<file path="src/rtl/core/taqe_ram.sv">
// ----------------------------------------------------------------------------
// taqe_ram
// Generic single-port-write, single-port-read RAM with registered read data.
// ----------------------------------------------------------------------------
module taqe_ram #(
  parameter int WIDTH = 8,
  parameter int DEPTH = 16
) (
  input  logic                     clk_i,
  input  logic                     we_i,
  input  logic [$clog2(DEPTH)-1:0] waddr_i,
  input  logic [WIDTH-1:0]         wdata_i,
  input  logic [$clog2(DEPTH)-1:0] raddr_i,
  output logic [WIDTH-1:0]         rdata_o
);

  logic [WIDTH-1:0] mem [DEPTH];
  logic [WIDTH-1:0] rdata_q;

  always_ff @(posedge clk_i) begin
    if (we_i) begin
      mem[waddr_i] <= wdata_i;
    end
    rdata_q <= mem[raddr_i];
  end

  assign rdata_o = rdata_q;

endmodule

</file>
<file path="config.mk">
export PLATFORM = sky130hd
export DESIGN_NAME = taqe_ram
export DESIGN_NICKNAME = d
export VERILOG_FILES = /design/src/rtl/core/taqe_ram.sv
export SDC_FILE = /design/constraint.sdc
export NUM_CORES = 1
export LEC_CHECK = 0
export ABC_AREA = 1
export BUFFER_PORTS_ARGS = -buffer_cell sky130_fd_sc_hd__buf_2
export CELL_PAD_IN_SITES_DETAIL_PLACEMENT = 1
export CELL_PAD_IN_SITES_GLOBAL_PLACEMENT = 1
export CORE_ASPECT_RATIO = 0.9
export CORE_MARGIN = 5
export CORE_UTILIZATION = 44
export DETAILED_ROUTE_END_ITERATION = 6
export GPL_TIMING_DRIVEN = 1
export PLACE_DENSITY = 0.85
export SYNTH_ARGS = -nofsm -noshare
export SYNTH_HDL_FRONTEND = slang
export SYNTH_SLANG_ARGS = --single-unit
</file>
<file path="constraint.sdc">
create_clock -name clk_i -period 1.15 [get_ports clk_i]
set_input_delay 0.23 -clock clk_i [delete_from_list [all_inputs] [get_ports clk_i]]
set_output_delay 0.23 -clock clk_i [all_outputs]
set_load 0.01 [all_outputs]
</file>
# Yosys cells after proc, flatten, opt, wreduce, memory -nomap -nowiden
# Memories as Yosys holds them, arrays and structs flattened. A register that Yosys moved wholly into a read port is not among the register bits.
# Index checks and enable logic that the tools add are counted.
[classes] n_mux=2
[op_table] operator="two-way mux 1 bit" count=2
[totals] reg_bits=0 ram_bits=128 input_bits=18 n_memories=1
[memory_table] name="mem" words=16 width=8 rd=1 rd_ports_with_merged_regs=1 write_ports=1 line="17" rtl="logic [WIDTH-1:0] mem [DEPTH];"

# Longest topological paths before layout
# Gate-level depths: netlist of run 1.
[logic_depth] depth_word=2 depth_mapped=8 ltp_nobuf=7

# Least setup slack after synthesis of run 1
# Ideal clock, no wire load.
[synth_path] path_type="input-to-reg" start="in waddr_i[3]" end="mem mem[4][0] (enable)" setup_time_ns=0.370 arrival_ns=0.811 required_ns=0.780 setup_slack_ns=-0.031 path_stages=2 n_path_buf=0 path_cell_list="nand3b_1 nor2_1"
[synth_lines] element="from (decl)" line="11" rtl="input logic [$clog2(DEPTH)-1:0] waddr_i,"
[synth_lines] element="to (decl)" line="17"
# No word-level cell before the write port.

# Worst setup path after layout of run 1
[layout_path] start="reg rdata_q[1], in the netlist rdata_o[1] (read register of mem)" end="out rdata_o[1]"
[layout_lines] element="from (decl)" line="18" rtl="logic [WIDTH-1:0] rdata_q;"
[layout_lines] element="to (decl)" line="14" rtl="output logic [WIDTH-1:0] rdata_o"
# No word-level cell between the ends.

==> results.md, run 1 <==
- Fin. Hold Viols: 0
- Worst r2r src: mem[2][7]$_DFFE_PP_
- Overall power: 12.08 mW
- 1st-pass router iterations: 5
- # IOs: 26
- Synth Area in XOR/XNOR: 0%
- GRT overflow: 0
- Post-route minimum period: 1113 ps
- Part of the power in the clock network: 47.1%
- Routability Congestion: 0.8455
- Final setup viols: 0
- PD cells: 1745 mW/mm²
- Fill cells: 1399
- Mux share of post-synthesis cell area: 0%
- Total of max-cap violations: 0
- ANT nets after route: 0
- Initial Utilization: 45.11%
- Compound-cell area share of the yosys netlist: 0%
- Clock tree buffer depth: 2
- Area growth syn-to-layout: 20.07%
- Leakage power: 3.037 nW
- GR Util met3: 5.458%
- Post-DP HPWL: 10590 µm
- Row count: 39
- Switching part of the total: 21.08%
- Int Pwr: 9.535 mW
- Die width: 130.7 µm
- Worst R2R End: rdata_o[7]$_DFF_P_
- Sequential-to-total area share from yosys stat: 69.43%
- CP arrival: 880 ps
- Kind of critical path: register to output pin
- Actual slew at the worst max-slew pin: 392.6 ps
- Worst Setup EP: rdata_o[1]
- Cell count along the critical path: 1
- Slew margin rel.: 73.83%
- Peak supply drop: 1301 µV
- CTS tree: built
- Final net count: 625
- Placed cells: 752
- First-iteration detailed-routing DRC count: 441
- Status: finished clean
- CP Capture Type: output pin
- Yosys cell types: 12
- Worst-Skew Late Latency: 420 ps
- Crit path from: rdata_o[1]$_DFF_P_
- Worst Path Max Fanout: 1
- Avg Cell Area, Syn: 10.47 µm²
- Antenna diode count: 0
- Combinational share of power: 6.6%
- Layout cells sized above 1: 15.16%
- H-tree depth: 4
- Worst-path cell chain: buf_2
- Final non-filler cell total: 784
- Sw power: 2.546 mW
- Largest family of logic cells by synthesized area: simple AND/OR/NAND/NOR gates
- Largest net degree at the start of global routing: 31
- Clock sink total: 136
- Hold WC Path Type: input pin to register
- TritonCTS Buffers: 17
- Post-Synth Simple-Gate Area: 21.05%
- Highest-count cells in the layout ignoring fill and taps: nand2_1 (173), edfxtp_1 (128), inv_1 (100)
- Crit path max-delay family: flip-flops
- Number of setup buffers added after CTS: 0
- Cells on worst reg2reg path: 6
- Total Routing Usage GR: 22.62%
- Routed length per placed instance: 20.89 µm
- Worst hold slack: 214.1 ps
- RSZ-0062 raised after global routing: no
- M1 GR Usage: 28.40%
- First-pass GRT wire length: 25430 µm
- Commonest non-fill, non-tap cell in the layout: nand2_1
- Slowest cell on crit path: dfxtp_2
- Cell Area, Synth: 0.005767 mm²
- Worst-path clk slew: 60 ps
- R2R setup slack: 50 ps
- Yosys warning count: 0
- Synthesized instance count: 551
- DRC Markers: 0
- Wirelength, routed: 16380 µm
- Vias in the first global route: 4511
- Die Span Y: 118.6 µm
- Multi-input logic area: 0.001219 mm²
- Required time worst endpoint: 920 ps
- Avg Vias per Cell: 5.381
- FF/Latch Area: 0.004006 mm²
- Port-buffer cells: 25
- Core Region: 0.01278 mm²
- Share of power burned in registers: 46.2%
- WP buf/inv: 1
- Period utilization: 96.76%
- Initial antenna violation count: 0
- Routing usage on met2: 36.96%
- Hold_buf cts: 0
- Synth Net Count: 569
- Final worst clock skew: 6.184 ps
- Synthesized flop and latch total: 136
- Count of pins over their slew limit: 0
- Startpoint Class: register
- Max frequency: 898.7 MHz
- Post-Synth Adder-Cell Area: 0%
- Worst path max stage delay: 330 ps
- Most Crowded Layer GR: met2
- CTS root buffer: clkbuf_16
- Total number of vias: 4219
- Die area: 0.01550 mm²
==> synth_stat cells, drive strengths merged <==
library cell  instances  area share (%)
dfxtp                 8             2.8
inv                 102             6.6
nand3b                2            0.26
nor2                 17             1.1
edfxtp              128              67
nand2               173              11
buf                  24             2.9
nand3                97             8.4
==> timing repair <==
item                                    4_1_cts  5_1_grt
endpoints found under the setup margin        1        2
hold endpoints to repair                      0        0
pin swaps                                     0        0
gates resized for setup                       1        2
==> per-stage QoR <==
stage | setup TNS (ps) | cell area (µm²) | util (%) | worst slack [ps]
5_1_grt | 0 | 6924 | 54.16 | 1.703
6_report | 0 | 6924 | 54.16 | 37.26
3_3_place_gp | -3503 | 6301 | 49.29 | -102.0
3_5_place_dp | -7436 | 6301 | 49.29 | -130.9
2_1_floorplan | -1974 | 5767 | - | -30.84
4_1_cts | 0 | 6918 | 54.11 | 10.23
==> logic make-up (layout without fill, tap and decap cells) <==
family | after synthesis | after routing
DFF | 136 | 136
buffers and inverters | 126 | 195
and+or+nand+nor | 289 | 289
==> layout make-up <==
cell class                      count  area share, %
Clock buffer                       23          6.758
Clock inverter                      9          2.132
Inverter                          102          5.529
Multi-Input combinational cell    289          17.60
Sequential cell                   136          57.86
Tap cell                          164          2.964
Timing Repair Buffer               61          7.156
==> flip-flops by register name, indices dropped and copies added (netlist names) <==
name	count
mem	128
rdata_o	8
==> worst reg2reg max path, cell delays in order, from the launching register on <==
cell	delay, ps
edfxtp_1	410
inv_1	120
nand2_1	70
nand3_1	70
nand3_1	120
nand3_2	120
nand2_1	70
==> power groups by stage <==
stage	Combinational (mW)	Sequential (mW)	Clock, mW
floorplan	0.391	5.69	0
global placement	0.746	5.67	0
detailed placement	0.785	5.68	0
CTS	0.804	5.58	5.76
global route	0.877	5.59	6.03
finish	0.803	5.58	5.70
==> per-layer routing <==
layer	vias up	part of all wire (%)
li1	1885	-
met1	2116	40
met2	179	50
met3	39	6.5
met4	0	3.2
met5	-	0
==> worst min-delay path by stage <==
stage / start / to / slack, ps / cells past startpoint
finish: raddr_i[2] / rdata_o[4]$_DFF_P_ / 210 / 4
CTS: wdata_i[5] / mem[0][5]$_DFFE_PP_ / 200 / 1
global placement: raddr_i[2] / rdata_o[4]$_DFF_P_ / 590 / 4
floorplan: wdata_i[0] / mem[0][0]$_DFFE_PP_ / 330 / 0
global route: wdata_i[5] / mem[0][5]$_DFFE_PP_ / 210 / 1
detailed placement: rdata_o[5]$_DFF_P_ / rdata_o[5] / 630 / 1
No activity file was read; power rests on OpenSTA's default activity.
==> inputs of run 2 (changes only) <==
==> constraint.sdc (replaced) <==
create_clock -name clk_i -period 1.15 [get_ports clk_i]
set_input_delay 0.23 -clock clk_i [delete_from_list [all_inputs] [get_ports clk_i]]
set_output_delay 0.23 -clock clk_i [all_outputs]
set_load 0.05 [all_outputs]
==> run 2 against run 1 <==
Against the previous run:
- the run now ends with setup timing left
- first-iteration DRC count decreased by 9.1%
- critical path depth unchanged
- clock power about the same
- worst setup slack got worse by 39 ps
- sequential share of layout area decreased by 0.51 points
- combinational power increased by 19%
- utilization increased by 0.59 points
- highest routed layer unchanged
==> results.md, run 2 (same netlist as run 1, synthesis figures left out) <==
- Crit path max-delay family: flip-flops
- FF/Latch Area: 0.004014 mm² (+0.19%)
- Worst-path clk slew: 60 ps (about the same)
- 1st-pass router iterations: 5 (unchanged)
- Final setup viols: 2 (+2)
- CTS root buffer: clkbuf_16
- CP arrival: 920 ps (+40 ps)
- Die Span Y: 118.6 µm (unchanged)
- TritonCTS Buffers: 17 (unchanged)
- Clock tree buffer depth: 2 (unchanged)
- Fill cells: 1386 (-0.93%)
- Count of pins over their slew limit: 0 (unchanged)
- Leakage power: 3.060 nW (+0.73%)
- Routability Congestion: 0.8455 (unchanged)
- Initial antenna violation count: 0 (unchanged)
- Worst-path cell chain: buf_8
- Failing checks: setup timing
- Post-DP HPWL: 10590 µm (unchanged)
- Total Routing Usage GR: 22.76% (+0.14 points)
- Actual slew at the worst max-slew pin: 392.4 ps (-0.1980 ps)
- First-pass GRT wire length: 25700 µm (+1.1%)
- Largest Register: mem
- Number of setup buffers added after CTS: 0 (unchanged)
- DRC Markers: 0 (unchanged)
- Commonest non-fill, non-tap cell in the layout: nand2_1
- Worst Path Max Fanout: 1 (unchanged)
- CP Capture Type: output pin
- Area growth syn-to-layout: 21.37%
- Initial Utilization: 45.11% (unchanged)
- Multi-input logic area: 0.001214 mm² (-0.41%)
- Final worst clock skew: 6.452 ps (+0.2674 ps)
- # IOs: 26 (unchanged)
- Worst-Skew Late Latency: 420 ps (about the same)
- Die area: 0.01550 mm² (unchanged)
- Status: finished, violations left
- RSZ-0062 raised after global routing: yes
- Avg Vias per Cell: 5.290 (-1.7%)
- Worst setup margin: -1.914 ps (-39.18 ps)
- Total number of vias: 4147 (-1.7%)
- Row count: 39 (unchanged)
- Antenna diode count: 0 (unchanged)
- Routed length per placed instance: 21.05 µm (+0.78%)
- WP buf/inv: 1 (unchanged)
- Required time worst endpoint: 920 ps (about the same)
- Kind of critical path: register to output pin
- H-tree depth: 4 (unchanged)
- Port-buffer cells: 25 (unchanged)
- Wirelength, routed: 16500 µm (+0.78%)
- Max frequency: 868.1 MHz (-3.4%)
- Post-route cell area: 0.006999 mm² (+1.1%)
- Worst path max stage delay: 350 ps (+20 ps)
- Clock sink total: 136 (unchanged)
- Post-layout util: 54.75% (+0.59 points)
- Slew margin rel.: 73.84% (about the same)
- Die width: 130.7 µm (unchanged)
- First-iteration detailed-routing DRC count: 401 (-9.1%)
- Period utilization: 100.2% (+3.4 points)
- Largest net degree at the start of global routing: 31 (unchanged)
- CTS tree: built
- Placement Cell Area: 0.006301 mm² (unchanged)
- Layout cells sized above 1: 15.97% (+0.81 points)
- PD cells: 1753 mW/mm² (+0.48%)
- Core Region: 0.01278 mm² (unchanged)
- Setup WS pre-CTS: -130.9 ps (unchanged)
- Total of max-cap violations: 0 (unchanged)
- Post-route minimum period: 1152 ps (+39.18 ps)
- Final net count: 625 (unchanged)
- Peak supply drop: 1269 µV (-2.5%)
- Startpoint Class: register
- Fin. Hold Viols: 0 (unchanged)
- Vias in the first global route: 4548 (+0.82%)
- Slowest cell on crit path: dfxtp_2
- ANT nets after route: 0 (unchanged)
- Worst r2r src: mem[8][4]$_DFFE_PP_
- GRT overflow: 0 (unchanged)
- Highest-count cells in the layout ignoring fill and taps: nand2_1 (173), edfxtp_1 (128), inv_1 (100)
- Hold WC Path Type: input pin to register
- Max reg flops: 128 (unchanged)
- Crit path from: rdata_o[4]$_DFF_P_
- Hold Path Origin: wdata_i[5]
==> run 2: cell types whose count changed in the layout (fill, tap and decap cells not counted) <==
| cell | previous run | this run |
|---|---|---|
| buf_2 | 25 | 17 |
| buf_6 | 0 | 2 |
| buf_8 | 0 | 6 |
| dfxtp_1 | 6 | 0 |
| dfxtp_2 | 2 | 8 |
| nand3_1 | 96 | 97 |
| nand3_2 | 1 | 0 |
==> run 2: worst paths after layout <==
kind                          to  slack (ps)  cells after the start
min reg2reg   rdata_o[0]$_DFF_P_         700                      6
max                   rdata_o[4]          -2                      1
min          mem[0][5]$_DFFE_PP_         220                      1
max reg2reg   rdata_o[4]$_DFF_P_          20                      6
==> run 2: layout make-up <==
type	instances	area share [%]
sequential	136	57.35
multi-input combinational	289	17.34
timing repair buffer	61	8.116
clock buffer	23	6.686
inverter	102	5.470
tap	164	2.932
clock inverter	9	2.109
==> run 2: metrics by stage <==
step / TNS (ps) / hold WS [ps] / instances / power, mW
2_1_floorplan: -1974 / 328.9 / 551 / 6.176
3_3_place_gp: -3503 / 594.8 / 752 / 6.517
3_5_place_dp: -7436 / 640.2 / 752 / 6.566
4_1_cts: -30.86 / 196.6 / 784 / 12.30
5_1_grt: -84.91 / 216.0 / 784 / 12.66
6_report: -3.673 / 217.8 / 784 / 12.27
==> run 2: layer usage <==
metal / global-route usage (%) / share of wire (%) / vias to the layer above
met5: 0 / 0 / -
met4: 10.28 / 3.2 / 0
met3: 5.909 / 5.8 / 38
met2: 37.05 / 50 / 152
met1: 28.36 / 41 / 2070
li1: - / - / 1887
==> run 2: power breakdown <==
part           total, mW  switching (mW)  internal (mW)
registers           5.60          0.0504           5.55
logic              0.958           0.637          0.322
clock network       5.71            1.99           3.73
total               12.3            2.67           9.60
==> run 2: repair_timing <==
item                       4_1_cts  5_1_grt
hold buffers                     0        0
pin swaps                        0        0
setup endpoints to repair        8        7
resized for setup               24        6
cloned                           0        0
==> inputs of run 3 (changes only) <==
Settings changed: ABC_AREA 1 to not set, BUFFER_PORTS_ARGS -buffer_cell sky130_fd_sc_hd__buf_2 to -buffer_cell sky130_fd_sc_hd__clkbuf_2, CORE_MARGIN 5 to 2, CORE_UTILIZATION 44 to 48, PLACE_DENSITY 0.85 to 0.84.
==> run 3 against run 2 <==
Against the previous run:
- design area fell by 5.0%
- via count fell by 38%
- the run ends with DRC, setup timing left
- clock power grew 0.9%
- power decreased by 0.38%
- clock skew is 1.9 ps higher
- global-route usage decreased by 0.28 points
==> results.md, run 3 <==
- Status: finished, violations left
- Failing checks: DRC, setup timing
- # IOs: 26 (unchanged)
- Fill cells: 825 (-40%)
- TritonCTS Buffers: 17 (unchanged)
- Period utilization: 113.8% (+14 points)
- Synth Net Count: 247 (-57%)
- Layout cells sized above 1: 50.65% (+35 points)
- Total Routing Usage GR: 22.48% (-0.28 points)
- Post-DP HPWL: 6968 µm (-34%)
- Worst-path clk slew: 60 ps (about the same)
- Max reg flops: 128 (unchanged)
- Routability Congestion: 0.7244 (-14%)
- Max frequency: 764.3 MHz (-12%)
- Initial Utilization: 49.81% (+4.7 points)
- Fraction of registers with async set or reset after synthesis: 0% (unchanged)
- Commonest non-fill, non-tap cell in the layout: edfxtp_1
- H-tree depth: 4 (unchanged)
- Post-Synth Simple-Gate Area: 3.184% (-18 points)
- Fin. Hold Viols: 0 (unchanged)
- Highest-count cells in the layout ignoring fill and taps: edfxtp_1 (128), mux4_2 (32), clkbuf_16 (20)
- Sequential-to-total area share from yosys stat: 77.78% (+8.4 points)
- Post-route minimum period: 1308 ps (+156.4 ps)
- Worst path max stage delay: 490 ps (+140 ps)
- PD cells: 1839 mW/mm² (+4.9%)
- Count of pins over their slew limit: 0 (unchanged)
- Number of setup buffers added after CTS: 0 (unchanged)
- Initial antenna violation count: 0 (unchanged)
- CTS tree: built
- Setup WS pre-CTS: -529.9 ps (-399.0 ps)
- Largest family of logic cells by synthesized area: multiplexers
- Count leader, synth: edfxtp_1
- Leakage power: 2.223 nW (-27%)
- Worst Path Max Fanout: 1 (unchanged)
- Compound-cell area share of the yosys netlist: 2.333% (+2.3 points)
- RSZ-0062 raised after global routing: yes
- Worst-Skew Late Latency: 420 ps (about the same)
- Placed cells: 407 (-46%)
- Placement Cell Area: 0.005836 mm² (-7.4%)
- Worst-path cell chain: mux4_2 -> a22oi_2 -> nand2_1
- Yosys cell types: 19 (+7)
- Post-Synth Adder-Cell Area: 0% (unchanged)
- Synth Area in XOR/XNOR: 0% (unchanged)
- Die Span Y: 102.2 µm (-14%)
- Final setup viols: 11 (+9)
- Final net count: 315 (-50%)
- Hold WC Path Type: input pin to register
- EDFF count, synth: 128 (unchanged)
- DRC Markers: 1 (+1)
- Required time worst endpoint: 1430 ps (+510 ps)
- Synth Flop Type: edfxtp_1
- Top cells by area, synth: edfxtp_1 (75%), mux4_2 (7.9%), mux4_1 (7.1%)
- Port-buffer cells: 25 (unchanged)
- CTS root buffer: clkbuf_16
- Actual slew at the worst max-slew pin: 1107 ps (+714.8 ps)
- Wirelength, routed: 11990 µm (-27%)
- Synthesized instance count: 229 (-58%)
- Largest Register: mem
- Final non-filler cell total: 439 (-44%)
- Share of the synthesized area in the top cell type: 74.67% (+8.0 points)
- Total number of vias: 2556 (-38%)
- Kind of critical path: register to register
- Area growth syn-to-layout: 29.12%
- Clock tree buffer depth: 2 (unchanged)
- First-iteration detailed-routing DRC count: 169 (-58%)
- Slew margin rel.: 25.91% (-48 points)
- Vias in the first global route: 2834 (-38%)
- Slowest cell on crit path: mux4_2
- Routed length per placed instance: 27.31 µm (+30%)
- First-pass GRT wire length: 17800 µm (-31%)
- Crit path max-delay family: multiplexers
- WP buf/inv: 0 (-1)
- ANT nets after route: 0 (unchanged)
- Avg Vias per Cell: 5.822 (+10%)
- Peak supply drop: 1563 µV (+23%)
- CP arrival: 1590 ps (+670 ps)
- Row count: 35 (-10%)
- Antenna diode count: 0 (unchanged)
- Final worst clock skew: 8.375 ps (+1.923 ps)
- Top cell type by total area after synthesis: edfxtp_1
- Yosys warning count: 0 (unchanged)
- CP Capture Type: register
- Core Region: 0.01033 mm² (-19%)
- Largest net degree at the start of global routing: 19 (-39%)
- Avg Cell Area, Syn: 22.48 µm² (+110%)
- Cell Area, Synth: 0.005147 mm² (-11%)
- Die area: 0.01157 mm² (-25%)
- Post-route cell area: 0.006646 mm² (-5.0%)
- Die width: 113.2 µm (-13%)
- Worst hold slack: 227.9 ps (+10.04 ps)
- Synth top cells by count: edfxtp_1 (128), mux4_2 (18), a22oi_1 (16)
- Mux share of post-synthesis cell area: 15.02% (+15 points)
- Startpoint Class: register
- Worst setup margin: -158.3 ps (-156.4 ps)
- GRT overflow: 0 (unchanged)
- Total of max-cap violations: 0 (unchanged)
- Clock sink total: 136 (unchanged)
- Synthesized flop and latch total: 136 (unchanged)
- 1st-pass router iterations: 6 (+1)
-- run 3: changes by cell type after synthesis, sizes merged, moves of 16 or more --
| cell | delta |
|---|---|
| a22oi | +16 |
| mux4 | +32 |
| inv | -102 |
| buf | -17 |
| nand2 | -164 |
| nand3 | -96 |
-- run 3: cells by family (layout without fill, tap and decap cells) --
logic type,after synthesis,after routing
AND/OR/NAND/NOR,35,35
buffers and inverters,10,91
AO/OA/AOI/OAI,16,16
multiplexers,32,32
flip-flops,136,136
-- run 3: repair_timing --
action | CTS | global route
gates resized for setup | 38 | 9
pin swaps | 3 | 5
endpoints found under the setup margin | 16 | 16
hold buffers | 0 | 0
-- run 3: routing by layer --
metal / GRT usage, % / up-vias / part of all wire, %
met5: 0 / - / 0
met4: 9.099 / 0 / 2.1
met3: 5.516 / 18 / 5.1
met2: 38.88 / 76 / 53
met1: 27.66 / 1359 / 40
li1: - / 1103 / -
-- run 3: final timing paths --
path	end	cells past startpoint	from	slack (ps)
min	mem[14][1]$_DFFE_PP_	1	wdata_i[1]	230
min reg2reg	rdata_o[2]$_DFF_P_	3	mem[14][2]$_DFFE_PP_	690
max reg2reg	rdata_o[5]$_DFF_P_	3	mem[2][5]$_DFFE_PP_	-160
max	rdata_o[5]$_DFF_P_	3	mem[2][5]$_DFFE_PP_	-160
-- run 3: cell type report --
type / instances / area [µm²] / share of cell area (%)
Timing Repair Buffer: 59 / 703.2 / 10.58
Multi-Input combinational cell: 83 / 1136 / 17.09
Tap cell: 129 / 161.4 / 2.428
Clock inverter: 14 / 200.2 / 3.012
Sequential cell: 136 / 4016 / 60.43
Clock buffer: 18 / 429.2 / 6.457
-- run 3: stage by stage --
step,TNS (ps),utilization (%),total power [mW]
after global routing,-1448,64.31,12.50
after CTS,-1192,64.16,12.25
final,-1093,64.31,12.22
after floorplan,-7543,-,6.104
after global placement,-23740,56.46,6.377
after detailed placement,-27530,56.46,6.417
-- run 3: report_power, final --
group          internal, mW  total, mW  switching (mW)
clock                  3.64       5.76            2.11
combinational         0.393      0.858           0.465
sequential             5.55       5.61          0.0593
total                  9.59       12.2            2.64
